`src/rtl/alrh_pkg.sv`:
```
// shared types and constants for the audio level ripple history unit
// no dependencies; imported by every module of the block except alrh_sqrt
`default_nettype none

package alrh_pkg;

  // fixed field widths
  localparam int LG_W     = 4;
  localparam int ALPHA_W  = 17;
  localparam int GAIN_W   = 24;
  localparam int BYTE_W   = 8;
  localparam int CFG_W    = 24;
  localparam int OFFSET_W = 5;
  localparam int CNT_W    = 12;
  localparam int SMOOTH_W = 41;
  localparam int STEP_W   = 3;

  // shared multiplier and accumulator
  localparam int MUL_W     = 32;
  localparam int ACC_W     = 64;
  localparam int CHUNK_W   = 24;
  localparam int LVL_EXT_W = 48;

  // limits
  localparam logic [CNT_W-1:0]   CNT_MAX   = 12'd4095;
  localparam logic [LG_W-1:0]    LG_MIN    = 4'd2;
  localparam logic [LG_W-1:0]    LG_MAX    = 4'd12;
  localparam logic [ALPHA_W-1:0] ALPHA_ONE = 17'd65536;
  localparam logic [BYTE_W-1:0]  BYTE_MAX  = 8'd255;

  // register reset values
  localparam logic [LG_W-1:0]    RST_FRAME_LOG2 = 4'd10;
  localparam logic [ALPHA_W-1:0] RST_ALPHA      = 17'd19661;
  localparam logic [GAIN_W-1:0]  RST_GAIN       = 24'd65536;
  localparam logic [BYTE_W-1:0]  RST_GATE       = 8'd10;

  // configuration register indexes
  typedef enum logic [1:0] {
    CFG_FRAME_LOG2 = 2'd0,
    CFG_ALPHA      = 2'd1,
    CFG_GAIN       = 2'd2,
    CFG_GATE       = 2'd3
  } cfg_idx_t;

  // alignment of a product before it enters the accumulator
  typedef enum logic [1:0] {
    SH_NONE = 2'd0,
    SH_UP8  = 2'd1,
    SH_UP24 = 2'd2,
    SH_DN16 = 2'd3
  } shsel_t;

  // accumulator control from the sequencer
  typedef struct packed {
    logic   load;
    logic   add;
    shsel_t sh;
  } mac_ctrl_t;

  // sequencer states
  typedef enum logic [3:0] {
    ST_IDLE,
    ST_SQ_RE,
    ST_SQ_IM,
    ST_SQ_SUM,
    ST_ROOT_GO,
    ST_ROOT,
    ST_LEVEL,
    ST_SMOOTH,
    ST_SAVE,
    ST_BRIGHT,
    ST_PUSH,
    ST_EMIT
  } state_t;

endpackage

`default_nettype wire

```
`src/rtl/audio_level_ripple_history_unit.sv`:
```
// audio level meter with smoothing, brightness and ripple history: top level
// depends on alrh_pkg, alrh_mac, alrh_sqrt, alrh_hist
//
//   channel | direction | handshake           | payload
//   in      | input     | in_valid/in_ready   | in_bin_real, in_bin_imag, in_last_bin
//   out     | output    | out_valid/out_ready | out_ring_offset, out_level_byte, out_last_entry
//   cfg     | input     | cfg_we              | cfg_index, cfg_wdata
//
// a bin outside the summed range skips the squaring; a summed bin waits on
// the square root unit that resolves one root bit per cycle
// a last bin adds level, smoothing and brightness steps on the shared multiplier, then HISTORY_DEPTH out requests
// in_ready is high only while the sequencer is idle; out stalls simply hold the run
// synchronous active-low reset restores the register defaults and clears all history
`default_nettype none

module audio_level_ripple_history_unit #(
  parameter int HISTORY_DEPTH = 32,
  parameter int BIN_WIDTH     = 24
) (
  input  wire logic                          clk,
  input  wire logic                          rst_n,
  // input requests
  input  wire logic                          in_valid,
  output logic                               in_ready,
  input  wire logic signed [BIN_WIDTH-1:0]   in_bin_real,
  input  wire logic signed [BIN_WIDTH-1:0]   in_bin_imag,
  input  wire logic                          in_last_bin,
  // result requests
  output logic                               out_valid,
  input  wire logic                          out_ready,
  output logic [alrh_pkg::OFFSET_W-1:0]      out_ring_offset,
  output logic [alrh_pkg::BYTE_W-1:0]        out_level_byte,
  output logic                               out_last_entry,
  // configuration writes
  input  wire logic                          cfg_we,
  input  wire alrh_pkg::cfg_idx_t            cfg_index,
  input  wire logic [alrh_pkg::CFG_W-1:0]    cfg_wdata
);
  import alrh_pkg::*;

  localparam int SUM_W = BIN_WIDTH + 12;
  localparam int IDX_W = (HISTORY_DEPTH > 1) ? $clog2(HISTORY_DEPTH) : 1;

  // configuration registers
  logic [LG_W-1:0]    frame_log2_r;
  logic [ALPHA_W-1:0] alpha_r;
  logic [GAIN_W-1:0]  gain_r;
  logic [BYTE_W-1:0]  gate_r;

  // sequencer and datapath registers
  state_t                 state_r, state_nxt;
  logic [STEP_W-1:0]      step_r, step_nxt;
  logic [BIN_WIDTH-1:0]   re_mag_r, re_mag_nxt;
  logic [BIN_WIDTH-1:0]   im_mag_r, im_mag_nxt;
  logic                   last_r, last_nxt;
  logic [CNT_W-1:0]       bin_cnt_r, bin_cnt_nxt;
  logic [SUM_W-1:0]       sum_r, sum_nxt;
  logic [SUM_W-1:0]       level_r, level_nxt;
  logic [SMOOTH_W-1:0]    smooth_r, smooth_nxt;
  logic [IDX_W-1:0]       idx_r, idx_nxt;
  logic                   out_valid_r, out_valid_nxt;

  // combinational
  logic [LG_W-1:0]        lg_eff;
  logic [LG_W-1:0]        shamt;
  logic [ALPHA_W-1:0]     alpha_eff;
  logic [ALPHA_W-1:0]     beta;
  logic [LVL_EXT_W-1:0]   level_ext;
  logic [BIN_WIDTH-1:0]   real_mag;
  logic [BIN_WIDTH-1:0]   imag_mag;
  logic                   in_range;
  logic                   in_accept;
  logic [BYTE_W-1:0]      bright_raw;
  logic [BYTE_W-1:0]      bright;
  logic [IDX_W+OFFSET_W-1:0] idx_ext;

  // shared unit connections
  logic [MUL_W-1:0]       op_a, op_b;
  mac_ctrl_t              mac_ctrl;
  logic [ACC_W-1:0]       mac_acc;
  logic                   sq_start;
  logic [BIN_WIDTH-1:0]   sq_root;
  logic                   sq_done;
  logic                   hist_push;
  logic                   hist_rotate;
  logic [BYTE_W-1:0]      hist_head;

  // configuration writes
  always_ff @(posedge clk) begin
    if (!rst_n) begin
      frame_log2_r <= RST_FRAME_LOG2;
      alpha_r      <= RST_ALPHA;
      gain_r       <= RST_GAIN;
      gate_r       <= RST_GATE;
    end else if (cfg_we) begin
      case (cfg_index)
        CFG_FRAME_LOG2: frame_log2_r <= cfg_wdata[LG_W-1:0];
        CFG_ALPHA:      alpha_r      <= cfg_wdata[ALPHA_W-1:0];
        CFG_GAIN:       gain_r       <= cfg_wdata[GAIN_W-1:0];
        CFG_GATE:       gate_r       <= cfg_wdata[BYTE_W-1:0];
        default:        ;
      endcase
    end
  end

  // clamped settings
  assign lg_eff    = (frame_log2_r < LG_MIN) ? LG_MIN :
                     (frame_log2_r > LG_MAX) ? LG_MAX : frame_log2_r;
  assign shamt     = lg_eff - 1'b1;
  assign alpha_eff = (alpha_r > ALPHA_ONE) ? ALPHA_ONE : alpha_r;
  assign beta      = ALPHA_ONE - alpha_eff;
  assign level_ext = LVL_EXT_W'(level_r);

  // bin magnitudes and summed range
  assign real_mag  = in_bin_real[BIN_WIDTH-1] ? ($unsigned(~in_bin_real) + 1'b1)
                                              : $unsigned(in_bin_real);
  assign imag_mag  = in_bin_imag[BIN_WIDTH-1] ? ($unsigned(~in_bin_imag) + 1'b1)
                                              : $unsigned(in_bin_imag);
  assign in_range  = (bin_cnt_r != '0) && ((bin_cnt_r >> shamt) == '0);
  assign in_accept = in_valid && in_ready;

  // brightness: clamp then noise gate
  assign bright_raw = (|mac_acc[ACC_W-1:24]) ? BYTE_MAX : mac_acc[23:16];
  assign bright     = (bright_raw < gate_r) ? '0 : bright_raw;

  // next state and unit control
  always_comb begin
    state_nxt     = state_r;
    step_nxt      = step_r;
    re_mag_nxt    = re_mag_r;
    im_mag_nxt    = im_mag_r;
    last_nxt      = last_r;
    bin_cnt_nxt   = bin_cnt_r;
    sum_nxt       = sum_r;
    level_nxt     = level_r;
    smooth_nxt    = smooth_r;
    idx_nxt       = idx_r;
    out_valid_nxt = out_valid_r;
    op_a          = '0;
    op_b          = '0;
    mac_ctrl      = '{load: 1'b0, add: 1'b0, sh: SH_NONE};
    sq_start      = 1'b0;
    hist_push     = 1'b0;
    hist_rotate   = 1'b0;
    case (state_r)
      ST_IDLE: begin
        if (in_accept) begin
          re_mag_nxt  = real_mag;
          im_mag_nxt  = imag_mag;
          last_nxt    = in_last_bin;
          bin_cnt_nxt = (bin_cnt_r == CNT_MAX) ? bin_cnt_r : (bin_cnt_r + 1'b1);
          if (in_last_bin) begin
            bin_cnt_nxt = '0;
          end
          if (in_range) begin
            state_nxt = ST_SQ_RE;
          end else if (in_last_bin) begin
            state_nxt = ST_LEVEL;
          end
        end
      end
      // re^2 + im^2 on the shared multiplier
      ST_SQ_RE: begin
        op_a      = MUL_W'(re_mag_r);
        op_b      = MUL_W'(re_mag_r);
        state_nxt = ST_SQ_IM;
      end
      ST_SQ_IM: begin
        op_a          = MUL_W'(im_mag_r);
        op_b          = MUL_W'(im_mag_r);
        mac_ctrl.load = 1'b1;
        state_nxt     = ST_SQ_SUM;
      end
      ST_SQ_SUM: begin
        mac_ctrl.add = 1'b1;
        state_nxt    = ST_ROOT_GO;
      end
      ST_ROOT_GO: begin
        sq_start  = 1'b1;
        state_nxt = ST_ROOT;
      end
      ST_ROOT: begin
        if (sq_done) begin
          sum_nxt   = sum_r + SUM_W'(sq_root);
          state_nxt = last_r ? ST_LEVEL : ST_IDLE;
        end
      end
      // frame average
      ST_LEVEL: begin
        level_nxt = sum_r >> shamt;
        sum_nxt   = '0;
        step_nxt  = '0;
        state_nxt = ST_SMOOTH;
      end
      // alpha*level + ((1-alpha)*smoothed >> 16), products in 24-bit chunks
      ST_SMOOTH: begin
        step_nxt = step_r + 1'b1;
        case (step_r)
          3'd0: begin
            op_a = MUL_W'(alpha_eff);
            op_b = MUL_W'(level_ext[CHUNK_W-1:0]);
          end
          3'd1: begin
            op_a          = MUL_W'(alpha_eff);
            op_b          = MUL_W'(level_ext[LVL_EXT_W-1:CHUNK_W]);
            mac_ctrl.load = 1'b1;
          end
          3'd2: begin
            op_a         = MUL_W'(beta);
            op_b         = MUL_W'(smooth_r[CHUNK_W-1:0]);
            mac_ctrl.add = 1'b1;
            mac_ctrl.sh  = SH_UP24;
          end
          3'd3: begin
            op_a         = MUL_W'(beta);
            op_b         = MUL_W'(smooth_r[SMOOTH_W-1:CHUNK_W]);
            mac_ctrl.add = 1'b1;
            mac_ctrl.sh  = SH_DN16;
          end
          default: begin
            mac_ctrl.add = 1'b1;
            mac_ctrl.sh  = SH_UP8;
            state_nxt    = ST_SAVE;
          end
        endcase
      end
      ST_SAVE: begin
        smooth_nxt = mac_acc[SMOOTH_W-1:0];
        step_nxt   = '0;
        state_nxt  = ST_BRIGHT;
      end
      // (smoothed >> 16) * gain + ((smoothed & 0xffff) * gain >> 16)
      ST_BRIGHT: begin
        step_nxt = step_r + 1'b1;
        case (step_r)
          3'd0: begin
            op_a = MUL_W'(smooth_r[SMOOTH_W-1:16]);
            op_b = MUL_W'(gain_r);
          end
          3'd1: begin
            op_a          = MUL_W'(smooth_r[15:0]);
            op_b          = MUL_W'(gain_r);
            mac_ctrl.load = 1'b1;
          end
          default: begin
            mac_ctrl.add = 1'b1;
            mac_ctrl.sh  = SH_DN16;
            state_nxt    = ST_PUSH;
          end
        endcase
      end
      ST_PUSH: begin
        hist_push     = 1'b1;
        idx_nxt       = '0;
        out_valid_nxt = 1'b1;
        state_nxt     = ST_EMIT;
      end
      // send the whole history, newest first
      ST_EMIT: begin
        if (out_ready) begin
          hist_rotate = 1'b1;
          if (idx_r == IDX_W'(HISTORY_DEPTH - 1)) begin
            out_valid_nxt = 1'b0;
            state_nxt     = ST_IDLE;
          end else begin
            idx_nxt = idx_r + 1'b1;
          end
        end
      end
      default: begin
        state_nxt = ST_IDLE;
      end
    endcase
  end

  // control state
  always_ff @(posedge clk) begin
    if (!rst_n) begin
      state_r     <= ST_IDLE;
      bin_cnt_r   <= '0;
      sum_r       <= '0;
      smooth_r    <= '0;
      out_valid_r <= 1'b0;
    end else begin
      state_r     <= state_nxt;
      bin_cnt_r   <= bin_cnt_nxt;
      sum_r       <= sum_nxt;
      smooth_r    <= smooth_nxt;
      out_valid_r <= out_valid_nxt;
    end
  end

  // payload registers
  always_ff @(posedge clk) begin
    step_r   <= step_nxt;
    re_mag_r <= re_mag_nxt;
    im_mag_r <= im_mag_nxt;
    last_r   <= last_nxt;
    level_r  <= level_nxt;
    idx_r    <= idx_nxt;
  end

  // shared multiplier and accumulator
  alrh_mac u_mac (
    .clk  (clk),
    .op_a (op_a),
    .op_b (op_b),
    .ctrl (mac_ctrl),
    .acc  (mac_acc)
  );

  // magnitude square root
  alrh_sqrt #(
    .BIN_WIDTH (BIN_WIDTH)
  ) u_sqrt (
    .clk      (clk),
    .rst_n    (rst_n),
    .start    (sq_start),
    .radicand (mac_acc[2*BIN_WIDTH-1:0]),
    .root     (sq_root),
    .done     (sq_done)
  );

  // brightness history
  alrh_hist #(
    .DEPTH (HISTORY_DEPTH)
  ) u_hist (
    .clk       (clk),
    .rst_n     (rst_n),
    .push      (hist_push),
    .push_byte (bright),
    .rotate    (hist_rotate),
    .head      (hist_head)
  );

  // ports
  assign idx_ext         = (IDX_W + OFFSET_W)'(idx_r);
  assign in_ready        = (state_r == ST_IDLE);
  assign out_valid       = out_valid_r;
  assign out_ring_offset = idx_ext[OFFSET_W-1:0];
  assign out_level_byte  = hist_head;
  assign out_last_entry  = (idx_r == IDX_W'(HISTORY_DEPTH - 1));

`ifndef SYNTHESIS
  // no input request is taken while a run is being sent
  a_no_overlap: assert property (@(posedge clk) disable iff (!rst_n)
    !(in_ready && out_valid))
    else $error("input ready while results pending");

  // the final entry of a run returns the block to idle
  a_run_end: assert property (@(posedge clk) disable iff (!rst_n)
    (out_valid && out_ready && out_last_entry) |=> (in_ready && !out_valid))
    else $error("block not idle after final entry");

  // a root only completes while the sequencer waits for it
  a_root_wait: assert property (@(posedge clk) disable iff (!rst_n)
    sq_done |-> (state_r == ST_ROOT))
    else $error("square root finished outside its wait state");

  // the bin counter holds at its limit until the frame ends
  a_cnt_sat: assert property (@(posedge clk) disable iff (!rst_n)
    (bin_cnt_r == CNT_MAX) |=> (bin_cnt_r == CNT_MAX || bin_cnt_r == '0))
    else $error("bin counter wrapped");
`endif

endmodule

`default_nettype wire

```
`src/rtl/alrh_mac.sv`:
```
// shared multiplier with registered product and aligned accumulator
// depends on alrh_pkg
`default_nettype none

module alrh_mac (
  input  wire logic                       clk,
  input  wire logic [alrh_pkg::MUL_W-1:0] op_a,
  input  wire logic [alrh_pkg::MUL_W-1:0] op_b,
  input  wire alrh_pkg::mac_ctrl_t        ctrl,
  output logic      [alrh_pkg::ACC_W-1:0] acc
);
  import alrh_pkg::*;

  logic [ACC_W-1:0] prod_r;
  logic [ACC_W-1:0] acc_r;
  logic [ACC_W-1:0] term;

  // product of the operands issued last cycle, 32 by 32 with a full-width result
  always_ff @(posedge clk) begin
    prod_r <= ACC_W'(op_a) * ACC_W'(op_b);
  end

  // align the product
  always_comb begin
    case (ctrl.sh)
      SH_NONE: term = prod_r;
      SH_UP8:  term = prod_r << 8;
      SH_UP24: term = prod_r << 24;
      SH_DN16: term = prod_r >> 16;
      default: term = prod_r;
    endcase
  end

  // accumulate
  always_ff @(posedge clk) begin
    if (ctrl.load) begin
      acc_r <= term;
    end else if (ctrl.add) begin
      acc_r <= acc_r + term;
    end
  end

  assign acc = acc_r;

endmodule

`default_nettype wire

```
`src/rtl/alrh_sqrt.sv`:
```
// iterative integer square root, one root bit per cycle
// no package dependencies
`default_nettype none

module alrh_sqrt #(
  parameter int BIN_WIDTH = 24
) (
  input  wire logic                     clk,
  input  wire logic                     rst_n,
  input  wire logic                     start,
  input  wire logic [2*BIN_WIDTH-1:0]   radicand,
  output logic      [BIN_WIDTH-1:0]     root,
  output logic                          done
);
  localparam int CNT_W = $clog2(BIN_WIDTH);

  logic [2*BIN_WIDTH-1:0] rad_r, rad_nxt;
  logic [BIN_WIDTH+1:0]   rem_r, rem_nxt;
  logic [BIN_WIDTH-1:0]   root_r, root_nxt;
  logic [CNT_W-1:0]       cnt_r, cnt_nxt;
  logic                   busy_r, busy_nxt;
  logic                   done_r, done_nxt;
  logic [BIN_WIDTH+1:0]   rem_sh;
  logic [BIN_WIDTH+1:0]   trial;
  logic                   fits;

  // one digit step: bring down two radicand bits and try the next root bit
  always_comb begin
    rem_sh   = {rem_r[BIN_WIDTH-1:0], rad_r[2*BIN_WIDTH-1 -: 2]};
    trial    = {root_r, 2'b01};
    fits     = (rem_sh >= trial);
    rad_nxt  = rad_r;
    rem_nxt  = rem_r;
    root_nxt = root_r;
    cnt_nxt  = cnt_r;
    busy_nxt = busy_r;
    done_nxt = 1'b0;
    if (start) begin
      rad_nxt  = radicand;
      rem_nxt  = '0;
      root_nxt = '0;
      cnt_nxt  = CNT_W'(BIN_WIDTH - 1);
      busy_nxt = 1'b1;
    end else if (busy_r) begin
      rad_nxt  = rad_r << 2;
      rem_nxt  = fits ? (rem_sh - trial) : rem_sh;
      root_nxt = {root_r[BIN_WIDTH-2:0], fits};
      cnt_nxt  = cnt_r - 1'b1;
      if (cnt_r == '0) begin
        busy_nxt = 1'b0;
        done_nxt = 1'b1;
      end
    end
  end

  // control state
  always_ff @(posedge clk) begin
    if (!rst_n) begin
      busy_r <= 1'b0;
      done_r <= 1'b0;
    end else begin
      busy_r <= busy_nxt;
      done_r <= done_nxt;
    end
  end

  // datapath
  always_ff @(posedge clk) begin
    rad_r  <= rad_nxt;
    rem_r  <= rem_nxt;
    root_r <= root_nxt;
    cnt_r  <= cnt_nxt;
  end

  assign root = root_r;
  assign done = done_r;

endmodule

`default_nettype wire

```
`src/rtl/alrh_hist.sv`:
```
// brightness history as a shift line, rotated while its entries are sent out
// depends on alrh_pkg
`default_nettype none

module alrh_hist #(
  parameter int DEPTH = 32
) (
  input  wire logic                        clk,
  input  wire logic                        rst_n,
  input  wire logic                        push,
  input  wire logic [alrh_pkg::BYTE_W-1:0] push_byte,
  input  wire logic                        rotate,
  output logic      [alrh_pkg::BYTE_W-1:0] head
);
  import alrh_pkg::*;

  logic [BYTE_W-1:0] hist_r   [DEPTH];
  logic [BYTE_W-1:0] hist_nxt [DEPTH];

  // push shifts toward the old end, rotate brings the next entry to the head
  always_comb begin
    for (int i = 0; i < DEPTH; i++) begin
      hist_nxt[i] = hist_r[i];
    end
    if (push) begin
      hist_nxt[0] = push_byte;
      for (int i = 1; i < DEPTH; i++) begin
        hist_nxt[i] = hist_r[i-1];
      end
    end else if (rotate) begin
      hist_nxt[DEPTH-1] = hist_r[0];
      for (int i = 0; i < DEPTH - 1; i++) begin
        hist_nxt[i] = hist_r[i+1];
      end
    end
  end

  always_ff @(posedge clk) begin
    if (!rst_n) begin
      for (int i = 0; i < DEPTH; i++) begin
        hist_r[i] <= '0;
      end
    end else begin
      for (int i = 0; i < DEPTH; i++) begin
        hist_r[i] <= hist_nxt[i];
      end
    end
  end

  assign head = hist_r[0];

endmodule

`default_nettype wire
```
`config.mk`:
```
export PLATFORM = sky130hd
export DESIGN_NAME = audio_level_ripple_history_unit
export DESIGN_NICKNAME = d
export VERILOG_FILES = /design/src/rtl/alrh_pkg.sv /design/src/rtl/audio_level_ripple_history_unit.sv /design/src/rtl/alrh_mac.sv /design/src/rtl/alrh_sqrt.sv /design/src/rtl/alrh_hist.sv
export SDC_FILE = /design/constraint.sdc
export NUM_CORES = 2
export LEC_CHECK = 0
export BUFFER_PORTS_ARGS = -buffer_cell sky130_fd_sc_hd__buf_2
export CAP_MARGIN = 20
export CORE_MARGIN = 2
export CORE_UTILIZATION = 60
export CTS_CLUSTER_DIAMETER = 30
export DETAILED_ROUTE_END_ITERATION = 8
export PLACE_DENSITY = 0.76
export SLEW_MARGIN = 30
export SYNTH_ARGS = -nofsm -noshare
export SYNTH_HDL_FRONTEND = slang
export SYNTH_SLANG_ARGS = --single-unit
```
`constraint.sdc`:
```
create_clock -name clk -period 14.1 [get_ports clk]
set_input_delay 4.23 -clock clk [delete_from_list [all_inputs] [get_ports clk]]
set_output_delay 4.23 -clock clk [all_outputs]
set_load 0.005 [all_outputs]
```
==> metrics list <==
- Of the cells placed in the final design, the portion with a size suffix greater than 1 is 7.43%.
- In the detailed route, the total length drawn on met3 is 20,900 µm.
* Starting density of the core: 60.2%
- Overall power after layout: 12.2 mW
* Max clock buf depth: 3
* Setup repair bufs after CTS: 0
- Wires add up to 176,000 µm.
- Crit path time final: 10.69 ns
* Number of resized instances in the post-cts repair step: 0
- Yosys mapped a number of flops with a built-in enable equal to 205.
* Core ar.: 0.0980 mm²
- Number of synthesized register bits: 712
* Total die area: 0.101 mm²
- Actual slew at the worst max-slew pin: 1.12 ns
* Mux contribution to synthesized area: 2.90%
* Nets@finish: 7,746
* Maximum fanout along the worst path: 24
- Of the synthesized area, sequential elements account for 27.6%.
- The Yosys step of the flow raised 0 warnings.
* Number of nets produced by synthesis: 7,844
* Antenna violations before repair: 17
- Highest signal layer in the routed design: met5
- Aggregate global routing overflow: 0
* Detailed placement HPWL: 128,000 µm
* Detailed-routed wire length on met2: 75,200 µm
- Synth-to-Final Area Change: 11.7%
* CTS Hold Buffers Added: 0
- The most used flip-flop cell after synthesis is dfxtp_1.
- For this design the top-level I/O count stands at 96.
- Slowest library cell on the worst path: edfxtp_1
- # setup viols final: 0
- Power spread over the standard cell area amounts to 185 mW/mm².
* Routability-driven placement congestion ratio: 0.979
- Depth of the CTS H-tree: 4
* Number of design-rule violations left by the first detailed-router iteration: 5,474
- The synthesized design devotes to its leading area cell type 17.2% of total area.
- Horizontal extent of the die: 318 µm
* Gate Count Post-Synth: 6,949
- The first detailed-routing pass ran for 6 iterations.
- STA classifies the critical path endpoint as a register.
- Most frequent CP cell: fa_1
- Arrival time at the worst endpoint: 11.34 ns
- In the routed design, unresolved DRC markers number 0.
- The detailed router put a total of 73,200 µm of wire on met1.
- Final Slew Violations: 0
- The mapped netlist covers 0.0590 mm².
- Number of cell rows: 115
- Final critical-path share of the clock period: 75.8%
* Mean area per synthesized cell: 8.49 µm²
- STA classifies the critical path startpoint as a register.
- Area share of xor/xnor cells in the synthesized design: 3.27%
* Cell accounting for the most synthesized area: dfxtp_1
* Root cell of the clock tree: clkbuf_16
- After routing, the total negative slack on setup checks comes to 0 ns.
- Max cap viols: 0
- Setup repair after global routing missed its margin: false
- In this run the static leakage power is 31.1 nW.
* CP Data Required Time: 14.75 ns
* Worst hold path type: register to register
* Per-cell via count in the routed design: 6.12
- Counting tap cells, the placed design contains a total of 7,981 instances.
* Clock transition at the register clock pins on the worst setup and hold paths after CTS: 0.05 ns
- Of all flip-flops after synthesis, the portion carrying an async set or reset was 0%.
- Vias in the first global route: 48,660
- Vertical extent of the die: 318 µm
* Setup Skew: 0.0644 ns
* Post-detailed-route count of antenna-violating nets: 0
* Number of standard cells in the final layout excluding fillers: 8,285
- Max rail drop VDD: 0.138 mV
* Share of the synthesized area in compound gates (AO/OA/AOI/OAI): 16.1%
- Summing the areas of all and, or, nand and nor instances in the mapped netlist gives 18.7% of the synthesized area.
* Synth top area cells: dfxtp_1 (17%), fa_1 (17%), edfxtp_1 (10%)
* Routed wire length per instance: 21.3 µm
- nand2_1 is the most common cell in the netlist.
- The setup path with the least slack is of type register to register.
- CTS tree: yes
- In the synthesized netlist, the cells that appear most often are nand2_1 (1,469), inv_1 (745), dfxtp_1 (507).
* Pin count of the biggest net entering global routing: 126
- Unique masters post-synth: 81
- In this run the tightest slew margin relative to its limit is 25.3%.
- In this design, the stage delay of the slowest critical-path cell is 0.90 ns.
- The run finished with clean final reports.
* Quantity of I/O buffers inserted on ports: 95
* GR Util All Layers: 34.7%
- TritonCTS created 152 clock buffers.
- Largest family of logic cells by synthesized area: adder cells
* Wire length of the first global-routing pass: 276,000 µm
- The number of hold violations in the final report is 0.
- For this block, the via count after detailed routing is 50,704.
* Clock latency on the worst-skew pair: 0.77 ns
* Post-layout utilization of the core: 67.2%
- Timing would allow up to 93.5 MHz.
- The synthesized netlist devotes 23.7% of its cell area to adder and majority cells.
- For this design, the sink count on the clock tree is 712.
-- routing by layer --
layer	vias to the layer above	track usage [%]
li1	23110	-
met5	-	0
met1	24557	47.4
met3	457	11.1
met2	2566	51.3
met4	14	13.2
-- critical path, delay by kind of cell, from the launching register on --
family / cells / cell delay (ns)
xor gates and xnor gates: 1 / 0.21
adders and majority gates: 9 / 4.51
DFF: 1 / 0.90
AOI/OAI and AO/OA: 5 / 1.66
and+or+nand+nor: 7 / 2.25
buffers and inverters: 6 / 1.01
-- final timing paths --
path	from	cells after the start	slack, ns	end
min reg2reg	u_sqrt.rad_r[16]	2	0.46	u_sqrt.rad_r[18]
max	step_r[1]	28	3.41	u_mac.prod_r[45]
min	u_sqrt.rad_r[16]	2	0.46	u_sqrt.rad_r[18]
max reg2reg	step_r[1]	28	3.41	u_mac.prod_r[45]
-- stage by stage --
stage | cell area (µm²) | hold slack, ns | setup WS, ns
floorplan | 59000 | 0.441 | 5.15
global placement | 60200 | 0.460 | 3.88
detailed placement | 60300 | 0.470 | 3.66
CTS | 65800 | 0.456 | 3.62
global route | 65900 | 0.502 | 3.00
finish | 65900 | 0.456 | 3.41
-- layout make-up --
cell class	instances	area, µm²
Antenna cell	15	37.5
Clock buffer	180	4030
Clock inverter	106	1490
Fill cell	7811	32100
Inverter	747	2810
Multi-Input combinational cell	5054	38400
Sequential cell	712	16300
Tap cell	1287	1610
Timing Repair Buffer	184	1200
-- cells in the final DEF (no fill, tap or decap), drive strengths merged, types with 182 or more instances in the layout --
| cell type | instances |
|---|---|
| fa | 506 |
| o211a | 249 |
| nand3 | 332 |
| ha | 309 |
| nand2 | 1469 |
| nor2 | 337 |
| dfxtp | 507 |
| inv | 766 |
| o21ai | 235 |
| edfxtp | 205 |
| buf | 182 |
| a21oi | 219 |
-- power breakdown --
| group | leakage (nW) | internal, mW | switching, mW |
|---|---|---|---|
| logic | 22.4 | 1.91 | 3.54 |
| registers | 6.05 | 2.58 | 0.386 |
| clock network | 2.63 | 2.46 | 1.30 |
-- registers in the layout, indices dropped and copies added, names as in the netlist, 17 cells and up --
register,flops
smooth_r,41
u_mac.prod_r,49
gain_r,24
u_sqrt.root,24
u_hist.hist_r,256
u_sqrt.rem_r,24
re_mag_r,24
alpha_r,17
level_r,36
u_sqrt.rad_r,48
u_mac.acc,64
sum_r,36
im_mag_r,24
-- cell families (layout without fill, tap and decap cells) --
kind of cell	after synthesis	after routing
adder cells (fa/ha/maj)	815	815
AND/OR/NAND/NOR	2552	2552
flip-flops	712	712
multiplexers	167	167
buffers and inverters	1183	1217
AO/OA/AOI/OAI	1300	1300
other	0	15
XOR/XNOR	220	220
(Power assumes the default switching activity.)
